--- src/hdl/bcdb_pkg.sv ---
// ----------------------------------------------------------------------------
// bcdb_pkg
// Shared types and constants for the binary to packed BCD byte emitter.
// ----------------------------------------------------------------------------
package bcdb_pkg;

    // default configuration
    localparam int VALUE_BITS_DEF = 32;
    localparam int MAX_BYTES_DEF  = 8;

    // fixed field widths
    localparam int VALUE_W = 32;
    localparam int COUNT_W = 4;
    localparam int BYTE_W  = 8;
    localparam int POS_W   = 3;
    localparam int DIGIT_W = 4;

    // byte used to fill positions past the digits
    localparam logic [BYTE_W-1:0] PAD_BYTE = 8'hFF;

    // add-3 correction of the shift-and-add-3 conversion
    localparam logic [DIGIT_W-1:0] ADJ_LIMIT = 4'd5;
    localparam logic [DIGIT_W-1:0] ADJ_ADD   = 4'd3;

    // input item
    typedef struct packed {
        logic [VALUE_W-1:0] value;
        logic [COUNT_W-1:0] byte_count;
    } in_item_t;

    // result item
    typedef struct packed {
        logic [BYTE_W-1:0] out_byte;
        logic [POS_W-1:0]  byte_position;
        logic              last_byte;
    } out_item_t;

endpackage

--- src/hdl/bcdb_cell.sv ---
// ----------------------------------------------------------------------------
// bcdb_cell
// One decimal digit of the conversion chain: corrects by three when the digit
// is five or more, then shifts in the bit from its lower neighbour.
// ----------------------------------------------------------------------------
module bcdb_cell
    import bcdb_pkg::*;
(
    input  logic               clk,
    input  logic               rst_n,
    input  logic               clear,
    input  logic               step,
    input  logic               carry_in,
    output logic               carry_out,
    output logic [DIGIT_W-1:0] digit
);

    logic [DIGIT_W-1:0] digit_reg;
    logic [DIGIT_W-1:0] digit_next;
    logic [DIGIT_W-1:0] adjusted;

    // add-3 correction
    assign adjusted  = (digit_reg >= ADJ_LIMIT) ? (digit_reg + ADJ_ADD) : digit_reg;
    assign carry_out = adjusted[DIGIT_W-1];
    assign digit     = digit_reg;

    // shift one bit in per step
    always_comb
    begin
        digit_next = digit_reg;
        if (clear)
        begin
            digit_next = '0;
        end
        else if (step)
        begin
            digit_next = {adjusted[DIGIT_W-2:0], carry_in};
        end
    end

    always_ff @(posedge clk or negedge rst_n)
    begin
        if (!rst_n)
        begin
            digit_reg <= '0;
        end
        else
        begin
            digit_reg <= digit_next;
        end
    end

endmodule

--- src/hdl/binary_to_packed_bcd_bytes_core.sv ---
// ----------------------------------------------------------------------------
// binary_to_packed_bcd_bytes_core
// Converts an unsigned binary value to packed BCD through a row of digit
// cells and emits one byte per buffer position, padded with 0xFF.
// ----------------------------------------------------------------------------
//
//   channel   signals                            direction
//   --------  ---------------------------------  ---------
//   item      item_valid, item_stall, item       into block
//   result    result_valid, result_stall, result out of block
//
// one item is loaded, shifted through the digit chain one bit per cycle,
// sized to its used bytes, then emitted one byte per buffer position.
// reset clears the controller, the cells and the result register.
// result_stall holds the byte in the output register and pauses emission;
// a new item is taken as soon as the last byte sits in that register.
//
module binary_to_packed_bcd_bytes_core
    import bcdb_pkg::*;
#(
    parameter int VALUE_BITS = VALUE_BITS_DEF,
    parameter int MAX_BYTES  = MAX_BYTES_DEF
)
(
    input  logic      clk,
    input  logic      rst_n,
    input  logic      item_valid,
    output logic      item_stall,
    input  in_item_t  item,
    output logic      result_valid,
    input  logic      result_stall,
    output out_item_t result
);

    localparam int NUM_DIGITS = (VALUE_BITS * 30103) / 100000 + 1;
    localparam int NUM_PAIRS  = (NUM_DIGITS + 1) / 2;
    localparam int STEP_W     = $clog2(VALUE_BITS + 1);
    localparam int IDX_W      = $clog2(MAX_BYTES + 1);

    typedef enum logic [1:0] {
        S_IDLE,
        S_CONVERT,
        S_SIZE,
        S_EMIT
    } state_t;

    state_t                  state_reg, state_next;
    logic [VALUE_BITS-1:0]   shift_reg, shift_next;
    logic [STEP_W-1:0]       step_reg, step_next;
    logic [IDX_W-1:0]        count_reg, count_next;
    logic [IDX_W-1:0]        emit_reg, emit_next;
    logic [IDX_W-1:0]        used_reg, used_next;
    logic                    res_valid_reg, res_valid_next;
    out_item_t               res_item_reg, res_item_next;

    logic                    accept;
    logic                    out_free;
    logic [IDX_W-1:0]        count_sat;
    logic [VALUE_BITS+VALUE_W-1:0] value_ext;
    logic [DIGIT_W-1:0]      digits [2*NUM_PAIRS];
    logic                    carry [NUM_DIGITS+1];
    logic [NUM_PAIRS-1:0]    pair_nz;
    int                      needed;
    logic [IDX_W-1:0]        pair_sel;
    logic [BYTE_W-1:0]       byte_sel;

    assign item_stall   = (state_reg != S_IDLE);
    assign accept       = item_valid && !item_stall;
    assign out_free     = !res_valid_reg || !result_stall;
    assign result_valid = res_valid_reg;
    assign result       = res_item_reg;

    // value zero-extended then cut to the converter width
    assign value_ext = {{VALUE_BITS{1'b0}}, item.value};

    // saturate the buffer length
    always_comb
    begin
        if (32'(item.byte_count) > 32'(MAX_BYTES))
        begin
            count_sat = IDX_W'(MAX_BYTES);
        end
        else
        begin
            count_sat = IDX_W'(item.byte_count);
        end
    end

    // digit chain, binary msb enters the lowest cell
    assign carry[0] = shift_reg[VALUE_BITS-1];

    for (genvar i = 0; i < 2 * NUM_PAIRS; i++)
    begin : g_digit
        if (i < NUM_DIGITS)
        begin : g_cell
            bcdb_cell u_cell (
                .clk       (clk),
                .rst_n     (rst_n),
                .clear     (accept),
                .step      (state_reg == S_CONVERT),
                .carry_in  (carry[i]),
                .carry_out (carry[i+1]),
                .digit     (digits[i])
            );
        end
        else
        begin : g_blank
            assign digits[i] = '0;
        end
    end

    // nonzero flag per digit pair
    for (genvar p = 0; p < NUM_PAIRS; p++)
    begin : g_pair
        assign pair_nz[p] = (digits[2*p] != '0) || (digits[2*p+1] != '0);
    end

    // bytes the value needs, zero counts as one
    always_comb
    begin
        needed = 1;
        for (int p = 0; p < NUM_PAIRS; p++)
        begin
            if (pair_nz[p])
            begin
                needed = p + 1;
            end
        end
    end

    // byte for the current position: pair used-1-index or padding
    assign pair_sel = used_reg - emit_reg - IDX_W'(1);

    always_comb
    begin
        byte_sel = PAD_BYTE;
        if (emit_reg < used_reg)
        begin
            for (int p = 0; p < NUM_PAIRS; p++)
            begin
                if (int'(pair_sel) == p)
                begin
                    byte_sel = {digits[2*p+1], digits[2*p]};
                end
            end
        end
    end

    // sequencer
    always_comb
    begin
        state_next     = state_reg;
        shift_next     = shift_reg;
        step_next      = step_reg;
        count_next     = count_reg;
        emit_next      = emit_reg;
        used_next      = used_reg;
        res_valid_next = res_valid_reg;
        res_item_next  = res_item_reg;

        // output register drains
        if (res_valid_reg && !result_stall)
        begin
            res_valid_next = 1'b0;
        end

        case (state_reg)
            S_IDLE:
            begin
                if (accept)
                begin
                    shift_next = value_ext[VALUE_BITS-1:0];
                    step_next  = '0;
                    count_next = count_sat;
                    emit_next  = '0;
                    state_next = S_CONVERT;
                end
            end
            S_CONVERT:
            begin
                shift_next = shift_reg << 1;
                step_next  = step_reg + STEP_W'(1);
                if (step_reg == STEP_W'(VALUE_BITS - 1))
                begin
                    state_next = S_SIZE;
                end
            end
            S_SIZE:
            begin
                if (int'(count_reg) < needed)
                begin
                    used_next = count_reg;
                end
                else
                begin
                    used_next = IDX_W'(needed);
                end
                if (count_reg == '0)
                begin
                    state_next = S_IDLE;
                end
                else
                begin
                    state_next = S_EMIT;
                end
            end
            S_EMIT:
            begin
                if (out_free)
                begin
                    res_valid_next               = 1'b1;
                    res_item_next.out_byte       = byte_sel;
                    res_item_next.byte_position  = POS_W'(emit_reg);
                    res_item_next.last_byte      = (emit_reg + IDX_W'(1) == count_reg);
                    emit_next                    = emit_reg + IDX_W'(1);
                    if (emit_reg + IDX_W'(1) == count_reg)
                    begin
                        state_next = S_IDLE;
                    end
                end
            end
            default:
            begin
                state_next = S_IDLE;
            end
        endcase
    end

    always_ff @(posedge clk or negedge rst_n)
    begin
        if (!rst_n)
        begin
            state_reg     <= S_IDLE;
            shift_reg     <= '0;
            step_reg      <= '0;
            count_reg     <= '0;
            emit_reg      <= '0;
            used_reg      <= '0;
            res_valid_reg <= 1'b0;
            res_item_reg  <= '0;
        end
        else
        begin
            state_reg     <= state_next;
            shift_reg     <= shift_next;
            step_reg      <= step_next;
            count_reg     <= count_next;
            emit_reg      <= emit_next;
            used_reg      <= used_next;
            res_valid_reg <= res_valid_next;
            res_item_reg  <= res_item_next;
        end
    end

endmodule
--- config.mk ---
export PLATFORM = sky130hd
export DESIGN_NAME = binary_to_packed_bcd_bytes_core
export DESIGN_NICKNAME = d
export VERILOG_FILES = /design/src/hdl/bcdb_pkg.sv /design/src/hdl/bcdb_cell.sv /design/src/hdl/binary_to_packed_bcd_bytes_core.sv
export SDC_FILE = /design/constraint.sdc
export NUM_CORES = 1
export LEC_CHECK = 0
export ABC_CLOCK_PERIOD_IN_PS = 7300
export CAP_MARGIN = 30
export CORE_MARGIN = 3
export CORE_UTILIZATION = 45
export CTS_CLUSTER_SIZE = 20
export DETAILED_ROUTE_END_ITERATION = 10
export DONT_BUFFER_PORTS = 1
export SLEW_MARGIN = 20
export SYNTH_ARGS = -nofsm -noshare
export SYNTH_HDL_FRONTEND = slang
export SYNTH_SLANG_ARGS = --single-unit
--- constraint.sdc ---
create_clock -name clk -period 7.3 [get_ports clk]
set_input_delay 1.46 -clock clk [delete_from_list [all_inputs] [get_ports clk]]
set_output_delay 1.46 -clock clk [all_outputs]
set_load 0.02 [all_outputs]
# --- Word level (Yosys, flattened, before mapping) ---
# Index checks and enable logic that the tools add are counted.
word_totals:
  register_bits: 105
  output_inout_bits: 14
classes:
  add_sub_neg: 14
  magnitude_cmp: 13
  n_eq_ne: 13
  muxes: 58
  reduce_logical: 30
op_table:
  columns: ["op", "n"]
  rows:
  - ["2-to-1 mux 4 bit", 33]
  - ["2-to-1 mux 32 bit", 3]
  - ["one-hot mux 32 bit (2 select lines)", 1]
  - ["2-to-1 mux 8 bit", 6]
  - ["greater-or-equal comparator 4 x 3 -> 1 bit, second input constant", 10]
  - ["adder 4 x 2 -> 4 bit, second input constant", 9]
  - ["< comparator 5 x 32 -> 1 bit", 1]
  - ["nonzero test 4 bit", 8]
  - ["2-to-1 mux 2 bit", 7]
  - ["one-hot mux 6 bit (2 select lines)", 1]
  - ["equality test 4 x 3 -> 1 bit, second input constant", 2]
  - ["logical NOT 4 bit", 2]
  - ["inequality test 2 bit, second input constant", 4]
  - ["one-hot mux 2 bit (4 select lines)", 1]
  - ["one-hot mux 4 bit (2 select lines)", 1]
  - ["nonzero test 2 bit", 4]
  - ["adder 6 x 1 -> 6 bit, second input constant", 1]
  - ["equality test 6 x 5 -> 1 bit, second input constant", 1]
  - ["2-to-1 mux 6 bit", 1]
  - ["AND reduction 2 bit", 3]
  - ["logical OR 1 bit", 5]
  - ["adder 4 x 1 -> 4 bit, second input constant", 1]
  - ["equality test 2 bit, second input constant", 2]
  - ["equality test 4 x 2 -> 1 bit, second input constant", 1]
  - ["other kinds (15)", 20]

# --- Longest topological paths before layout ---
# Gate-level depths: netlist (run 1).
logic_depth:
  ltp_word: 9
  mapped_depth: 12
  ltp_nobuf: 12

# --- Modules after synthesis ---
# From an unflattened synthesis (run 1), not the netlist that was laid out.
hier_totals:
  cells_unflattened: 656
  hier_area_um2: 6157.2
by_module_without_submodules:
  columns: ["module", "instances", "cells_per_inst", "area_per_inst_um2", "seq_area_each_um2"]
  rows:
  - ["binary_to_packed_bcd_bytes_core", 1, 386, 3542.1, 1626.6]
  - ["bcdb_cell", 10, 27, 261.5, 100.1]

# --- Least setup slack after synthesis (run 1) ---
# No wires, ideal clock.
synth_timing:
  kind: "register to register"
  startpoint: "reg g_digit[8].g_cell.u_cell.digit_reg[0]"
  endpoint: "reg used_reg[1]"
  setup_time_ns: 0.134
  t_arrival_ns: 3.063
  required_ns: 7.166
  path_slack_ns: 4.102
  path_stages_with_launch: 13
  path_buffers: 0
  period_less_slack_ns: 3.198
  cell_sequence: "dfrtp_1 inv_1 ha_1 nor4bb_1 nand4_1 o21ba_1 inv_1 ha_1 a2111o_1 or4b_4 o211ai_2 mux2i_1 a21oi_1"
synth_via:
  elab_chain_cells: 5
synth_lines:
  columns: ["element", "line_no", "source"]
  rows:
  - ["start, declared", "bcdb_cell.sv:18", "logic [DIGIT_W-1:0] digit_reg;"]
  - ["start signal, assigned", "bcdb_cell.sv:49", "digit_reg <= digit_next;"]
  - ["nonzero test 4 bit (*)", "binary_to_packed_bcd_bytes_core.sv:115", "assign pair_nz[p] = (digits[2*p] != '0) || (digits[2*p+1] != '0);"]
  - ["logical OR 1 bit (*)", "binary_to_packed_bcd_bytes_core.sv:115", null]
  - ["2-to-1 mux 32 bit (*)", "binary_to_packed_bcd_bytes_core.sv:124", "if (pair_nz[p])"]
  - ["< comparator 5 x 32 -> 1 bit", "binary_to_packed_bcd_bytes_core.sv:190", "if (int'(count_reg) < needed)"]
  - ["2-to-1 mux 4 bit (*)", "binary_to_packed_bcd_bytes_core.sv:190", null]
  - ["end signal, assigned", "binary_to_packed_bcd_bytes_core.sv:249", "used_reg <= used_next;"]
  - ["end, declared", "binary_to_packed_bcd_bytes_core.sv:52", "logic [IDX_W-1:0] used_reg, used_next;"]
# Every way passes the cells marked *; elsewhere a longest branch is shown, timed or not.
# A chain may end at the register's enable or synchronous reset.

# --- Final worst setup path (run 1) ---
# Same ends and word-level chain as after synthesis.

==> results of run 1 <==
[area by class of cell]
cell class / count / area [um^2] / area share
clock inverters: 3 / 23.77 / 0.003829
inverters: 29 / 108.9 / 0.01753
clock buffers: 13 / 270.3 / 0.04353
well taps: 168 / 210.2 / 0.03386
repair buffers: 6 / 45.04 / 0.007255
flip-flops and latches: 105 / 2628 / 0.4232
multi-input cells: 450 / 2923 / 0.4708
[synthesized netlist by cell type (all sizes together), types with 3 or more instances]
| library cell | n |
|---|---|
| dfrtp | 105 |
| nand2 | 89 |
| o21ai | 56 |
| nor2 | 51 |
| a21oi | 35 |
| ha | 34 |
| nand3 | 33 |
| inv | 29 |
| clkbuf | 26 |
| a22oi | 21 |
| nand2b | 14 |
| xnor2 | 13 |
| o31ai | 11 |
| o22ai | 10 |
| a32o | 9 |
| mux4 | 8 |
| o221a | 7 |
| nor3b | 6 |
| xor2 | 6 |
| buf | 5 |
| nand3b | 4 |
| or2 | 4 |
| and2 | 3 |
| mux2i | 3 |
| nand4 | 3 |
| nor2b | 3 |
| o211ai | 3 |
| o32ai | 3 |
[through the flow]
| step | area (um^2) | utilization |
|---|---|---|
| 2_1_floorplan | 5769 | - |
| 3_3_place_gp | 5914 | 0.4823 |
| 3_5_place_dp | 5914 | 0.4823 |
| 4_1_cts | 6208 | 0.5063 |
| 5_1_grt | 6208 | 0.5063 |
| 6_report | 6208 | 0.5063 |
[worst max path at each step]
| stage | end | cells after the start | from |
|---|---|---|---|
| after CTS | used_reg[1] | 12 | g_digit[8].g_cell.u_cell.digit[0] |
| after detailed placement | used_reg[1] | 12 | g_digit[8].g_cell.u_cell.digit[0] |
| after global placement | used_reg[1] | 12 | g_digit[8].g_cell.u_cell.digit[0] |
| final | used_reg[1] | 12 | g_digit[8].g_cell.u_cell.digit[0] |
| after floorplan | used_reg[1] | 12 | g_digit[8].g_cell.u_cell.digit[0] |
| after global routing | used_reg[1] | 12 | g_digit[8].g_cell.u_cell.digit[0] |
[worst max-delay path: cells and delay by family (launching register included)]
family | cells | cell delay, ns
and+or+nand+nor | 3 | 1.37
buffers and inverters | 2 | 0.16
AOI/OAI and AO/OA | 4 | 1.00
DFF | 1 | 0.42
adders and majority gates | 2 | 0.41
muxes | 1 | 0.21
[kinds of logic after synthesis]
family	Yosys count	share of synthesized area
buffers and inverters	60	0.03925
and+or+nand+nor	217	0.1731
adders and majority gates	35	0.07721
muxes	11	0.03643
AOI/OAI and AO/OA	168	0.1898
xor gates and xnor gates	19	0.02884
DFF	105	0.4554
[where the power goes]
group | internal, W | total [W] | switching [W]
combinational | 0.000651 | 0.00151 | 0.000860
sequential | 0.000842 | 0.00115 | 0.000308
clock | 0.000260 | 0.000479 | 0.000219
total | 0.00175 | 0.00314 | 0.00139
[layer usage]
| layer | vias up | GRT usage | part of all wire |
|---|---|---|---|
| li1 | 2153 | - | - |
| met1 | 2169 | 0.2589 | 0.46 |
| met2 | 96 | 0.3034 | 0.48 |
| met3 | 13 | 0.04321 | 0.049 |
| met4 | 0 | 0.07893 | 0.016 |
| met5 | - | 0 | 0 |
==> results by group, run 1 <==
CTS
  • Post-CTS setup buffers: 0
  • TritonCTS clock tree: built
  • TritonCTS Buffers: 9
  • # clock sinks: roughly 110
  • Worst-Skew Late Latency: between 0.3 and 0.4 ns
  • Total number of H-tree levels: 3
  • Post-CTS Resized: 0
  • Post-CTS Hold Buffers: 0
  • Clock transition at path regs: 0.07 ns
  • Clock root buffer: clkbuf_16
  • Max Root-Sink Buffers: 2

STA
  • Unrepaired setup endpoints after global routing: false
  • Hold slack final: between 0.4 and 0.5 ns
  • Tcrit/Tclk final: 0.5069
  • Worst-Margin Slew: approximately 0.84 ns
  • Final hold vios: 0
  • Max-Slew Margin vs Limit: 0.4389
  • # setup viols final: 0
  • Max frequency: between 200 and 300 MHz
  • Final WS setup: ~3.6 ns
  • Crit path time final: around 3.7 ns
  • Setup TNS: 0 ns
  • Skew final: 0.005377 ns
  • Pins Over Slew Limit: 0

Routing
  • First drt pass iteration count: 5
  • Routed vias/inst: approximately 5.7
  • Routed wire length: approximately 13,000 um
  • Wirelength per Cell: around 17 um
  • 1st-iter DRT viols: between 300 and 400
  • Vias: around 4,400
  • Final antenna-violating net count: 0
  • # DRC: 0

Power
  • Leakage: about 2.7 nW
  • Peak supply drop: 248.1 uV
  • Pwr Density: approximately 510 nW/um^2
  • Tot Pwr: around 0.0031 W

Logic synthesis
  • Async S/R FF share, synth: 1.000
  • Synth area leader: dfrtp_1
  • Synth Warn #: 0
  • Unique cell type count in the Yosys netlist: 54
  • Top cells by area, synth: dfrtp_1, ha_1, nand2_1
  • Synth Instances: between 600 and 700
  • Post-synthesis sequential area ratio: 0.4554
  • Yosys reg bits: about 110
  • Avg Synthesized Cell Area: about 9.4 um^2
  • Top-area cell type share of the netlist area: 0.4554
  • Top_reg_cell synth: dfrtp_1
  • Netlist Area Pre-Place: ~5800 um^2
  • Post-synth EDFFs: 0
  • Syn nets: 690

Floorplan
  • Core area: ~12,000 um^2
  • Chip Height: between 100 and 150 um
  • Initial core utilization: 0.4705
  • Die X: 119.2 um
  • Row count: 40
  • Die area: 14,220 um^2
  • I/O pins: between 50 and 60

Critical path
  • CP Data Arrival Time: 3.92 ns
  • Startpoint Class: flip-flop
  • Crit path cell chain: inv_1 > ha_1 > nor4bb_1 > nand4_1 > o21ba_1 > inv_1 > ha_1 > a2111o_1 > or4b_4 > o211ai_2 > mux2i_1 > a21oi_1
  • CP Max Fanout: 5
  • Reg-to-reg startpoint: g_digit[8].g_cell.u_cell.digit[0]
  • Reg2Reg Depth: 12
  • Worst Path Required: 7.52 ns
  • Crit. End Element: flip-flop
  • R2r setup slk: ~3.6 ns
  • CP max stage delay: around 0.58 ns
  • Worst r2r dst: used_reg[1]
  • Critical path class: reg2reg
  • Slowest cell on the critical path: nor4bb_1

GRT
  • First-pass GRT wire length: around 22,000 um
  • GRT Overall Usage: 0.1931
  • Grt ovf: 0
  • Vias in the first global route: 4,372
  • Antenna violations before repair: 0
  • Largest net degree at the start of global routing: 106

Place
  • Port Buf Inserts: 0
  • Dpl cells: around 760
  • Hpwl dp: between 8000 and 9000 um
  • Worst slack, placed: about 3.6 ns
  • Placer Congestion: around 0.84

Layout
  • Share of cells above drive strength 1: 0.06931
  • Most common cell after layout, fill and taps aside: dfrtp_1
  • Most frequent cells in the layout: dfrtp_1, nand2_1, nor2_1
  • Max reg flops: 40
  • Final cell count without fillers: roughly 770
  • Syn-to-layout area delta: 7.612%
  • Number of diodes: 0
  • Fillers: about 1,100
  • Nets@finish: roughly 680

Worst hold path
  • Worst Hold Class: reg2reg
  • HP Start: shift_reg[31]
  • Hold path endpoint: g_digit[0].g_cell.u_cell.digit[0]
  • Hold path depth: 2

Status
  • Status: completed

Flow run
  • Max-cap viol count: 0
Note: power is estimated with default switching activity, not from simulation.
==> run 2: changes to the inputs <==
--- a/config.mk
+++ b/config.mk
@@ -5,7 +5,8 @@
 export SDC_FILE = /design/constraint.sdc
 export NUM_CORES = 1
 export LEC_CHECK = 0
-export ABC_CLOCK_PERIOD_IN_PS = 7300
+export ABC_AREA = 1
+export ABC_CLOCK_PERIOD_IN_PS = 3770
 export CAP_MARGIN = 30
 export CORE_MARGIN = 3
 export CORE_UTILIZATION = 45
==> constraint.sdc (replaced) <==
create_clock -name clk -period 3.77 [get_ports clk]
set_input_delay 0.754 -clock clk [delete_from_list [all_inputs] [get_ports clk]]
set_output_delay 0.754 -clock clk [all_outputs]
set_load 0.02 [all_outputs]
==> run 2 against run 1 <==
Clock-buffer cell count down 4; total power up 99%; combinational power up 120%; global-route usage up 0.36 points; largest power group unchanged.
==> results by group, run 2 <==
Status
  • Status: completed

CTS
  • Max Root-Sink Buffers: 2 (unchanged)
  • TritonCTS clock tree: built
  • Worst-Skew Late Latency: 0.36 ns (about the same)
  • Clock transition at path regs: 0.08 ns (about the same)
  • Post-CTS Resized: 0 (unchanged)
  • Clock root buffer: clkbuf_16
  • Total number of H-tree levels: 3 (unchanged)
  • Post-CTS Hold Buffers: 0 (unchanged)
  • TritonCTS Buffers: 9 (unchanged)
  • # clock sinks: 105 (unchanged)
  • Post-CTS setup buffers: 0 (unchanged)

STA
  • Worst-Margin Slew: 0.6638 ns (-0.1758 ns)
  • Max frequency: 392.5 MHz (+45%)
  • Pins Over Slew Limit: 0 (unchanged)
  • Tcrit/Tclk final: 0.6757 (+0.1688)
  • Unrepaired setup endpoints after global routing: false
  • Crit path time final: 2.547 ns (-1.153 ns)
  • Skew final: 0.01101 ns (+0.005638 ns)
  • # setup viols final: 0 (unchanged)
  • Max-Slew Margin vs Limit: 0.5568 (+0.1179)
  • Final hold vios: 0 (unchanged)
  • Setup TNS: 0 ns (unchanged)

Power
  • Pwr Density: 968.3 nW/um^2 (+91%)
  • Leakage: 3.146 nW (+18%)
  • Peak supply drop: 483.8 uV (+95%)

Logic synthesis
  • Post-Synth XOR/XNOR Area: 0.01300 (-0.01585)
  • Compound-Gate Fraction of Synth Area: 0.1752 (-0.01460)
  • Synth Warn #: 0 (unchanged)
  • Async S/R FF share, synth: 1.000 (unchanged)
  • Syn nets: 813 (+18%)
  • Top cells by area, synth: dfrtp_1, nand2_1, ha_1
  • Synth Instances: 738 (+20%)
  • Top-area cell type share of the netlist area: 0.4333 (-0.02217)
  • Synth Area in Adders: 0.07345 (-0.003759)
  • Top cells by count, synth: nand2_1, dfrtp_1, inv_1, o21ai_0, nor2_1
  • Post-synthesis mux area share: 0 (-0.03643)
  • Yosys reg bits: 105 (unchanged)
  • Post-synthesis sequential area ratio: 0.4333 (-0.02217)
  • Netlist Area Pre-Place: 6065 um^2 (+5.1%)
  • Unique cell type count in the Yosys netlist: 46 (-15%)
  • Cell with the most instances after synthesis: nand2_1
  • Avg Synthesized Cell Area: 8.218 um^2 (-12%)
  • Post-synth EDFFs: 0 (unchanged)
  • Synth area leader: dfrtp_1
  • Simple-gate share of the synthesized area: 0.2160 (+0.04295)
  • Top_reg_cell synth: dfrtp_1
  • Largest family of logic cells by synthesized area: simple AND/OR/NAND/NOR gates

GRT
  • Vias in the first global route: 4,883 (+12%)
  • GRT Overall Usage: 0.1967 (+0.003600)
  • Grt ovf: 0 (unchanged)
  • Antenna violations before repair: 0 (unchanged)
  • First-pass GRT wire length: 23,390 um (+6.1%)
  • Largest net degree at the start of global routing: 106 (unchanged)

Floorplan
  • Initial core utilization: 0.4710 (+0.0004839)
  • Die area: 14,910 um^2 (+4.9%)
  • I/O pins: 54 (unchanged)
  • Core area: 12,880 um^2 (+5.0%)
  • Row count: 41 (+2.5%)
  • Die X: 122.1 um (+2.4%)
  • Chip Height: 122.1 um (+2.4%)

Layout
  • Number of diodes: 0 (unchanged)
  • Max reg flops: 40 (unchanged)
  • Fin util: 0.5025 (-0.003849)
  • Share of cells above drive strength 1: 0.06812 (-0.001187)
  • Most common cell after layout, fill and taps aside: nand2_1
  • Multi-input gate area: 2902 um^2 (-0.73%)
  • Fillers: 1,246 (+8.6%)
  • Nets@finish: 804 (+19%)
  • Syn-to-layout area delta: 6.685%
  • Register area: 2628 um^2 (unchanged)
  • Final Cell Area: 6470 um^2 (+4.2%)
  • Most frequent cells in the layout: nand2_1, dfrtp_1, inv_1

Critical path
  • CP Data Arrival Time: 2.79 ns (-1.13 ns)
  • Cell mode on critical path: inv_1
  • Crit path cell chain: inv_1 > ha_1 > inv_1 > fa_1 > nand2_1 > inv_1 > nor2_4 > nand3_2 > o21ai_1 > nor2_1 > nand2_1 > a21oi_1
  • Worst Path Required: 4.02 ns (-3.50 ns)
  • CP max stage delay: 0.45 ns (-0.13 ns)
  • Crit. End Element: flip-flop
  • Slowest cell on the critical path: nor2_4
  • Crit path max-delay family: simple AND/OR/NAND/NOR gates
  • CP Buf/Inv Count: 3 (+1)
  • Startpoint Class: flip-flop
  • Critical path class: reg2reg
  • CP Max Fanout: 18 (+13)

Routing
  • Wirelength per Cell: 15.21 um (-9.3%)
  • # DRC: 0 (unchanged)
  • Routed vias/inst: 5.446 (-4.9%)
  • First drt pass iteration count: 4 (-1)
  • Routed wire length: 13,780 um (+6.1%)
  • Vias: 4,934 (+11%)
  • 1st-iter DRT viols: 316 (-12%)
  • Final antenna-violating net count: 0 (unchanged)

Place
  • Hpwl dp: 9579 um (+9.9%)
  • Placer Congestion: 0.8414 (+0.37%)
  • Port Buf Inserts: 0 (unchanged)
  • Dpl cell area: 6175 um^2 (+4.4%)

Flow run
  • Max-cap viol count: 0 (unchanged)

Worst hold path
  • Worst Hold Class: in2async
[run 2: cell count changes in the layout (fill, tap and decap cells not counted), moves of 13 or more]
cell / delta
o21ai_0: +34
o21ai_1: -15
nand2_1: +55
nand2b_1: -13
inv_1: +73
nand4_1: +16
[run 2: logic make-up (layout without fill, tap and decap cells)]
kind of cell             after synthesis  after routing
flip-flops                           105            105
XOR/XNOR                               9              9
adder cells (fa/ha/maj)               35             35
buffers and inverters                131            127
AO/OA/AOI/OAI                        178            178
AND/OR/NAND/NOR                      280            280
[run 2: per-layer routing]
metal | up-vias | global-route usage | part of all wire
met5 | - | 0 | 0
met4 | 0 | 0.06438 | 0.017
met3 | 19 | 0.05525 | 0.053
met2 | 112 | 0.3073 | 0.47
met1 | 2356 | 0.2649 | 0.47
li1 | 2447 | - | -
[run 2: per-stage QoR]
stage / hold WS (ns) / worst slack [ns] / power (W) / instances
finish: 0.07971 / 1.223 / 0.006265 / 906
global route: 0.05975 / 1.016 / 0.006901 / 906
CTS: 0.06562 / 1.239 / 0.006337 / 906
detailed placement: 0.4621 / 1.255 / 0.005350 / 890
global placement: 0.4617 / 1.272 / 0.005245 / 890
floorplan: 0.4494 / 1.561 / 0.004658 / 738
[run 2: cell type report]
class,count,share of cell area
clock buffers,9,0.03481
clock inverters,7,0.01083
inverters,108,0.06304
multi-input cells,502,0.4485
flip-flops and latches,105,0.4061
well taps,172,0.03326
repair buffers,3,0.003481
[run 2: path summary, 6_finish.rpt]
check / from / endpoint / slack (ns) / cells after the start
worst max register to register: emit_reg[0] / result[6] / 1.22 / 12
min in group clk: shift_reg[17] / shift_reg[17] / 0.48 / 2
worst min register to register: shift_reg[17] / shift_reg[17] / 0.48 / 2
worst max-delay path: emit_reg[0] / result[6] / 1.22 / 12
worst min-delay path: rst_n / g_digit[3].g_cell.u_cell.digit[0] / 0.08 / 0
max in group asynchronous: rst_n / shift_reg[30] / 3.40 / 0
[run 2: power by group]
group          switching (W)  internal [W]
Sequential          0.000391       0.00156
Combinational        0.00226       0.00109
Clock               0.000488      0.000471
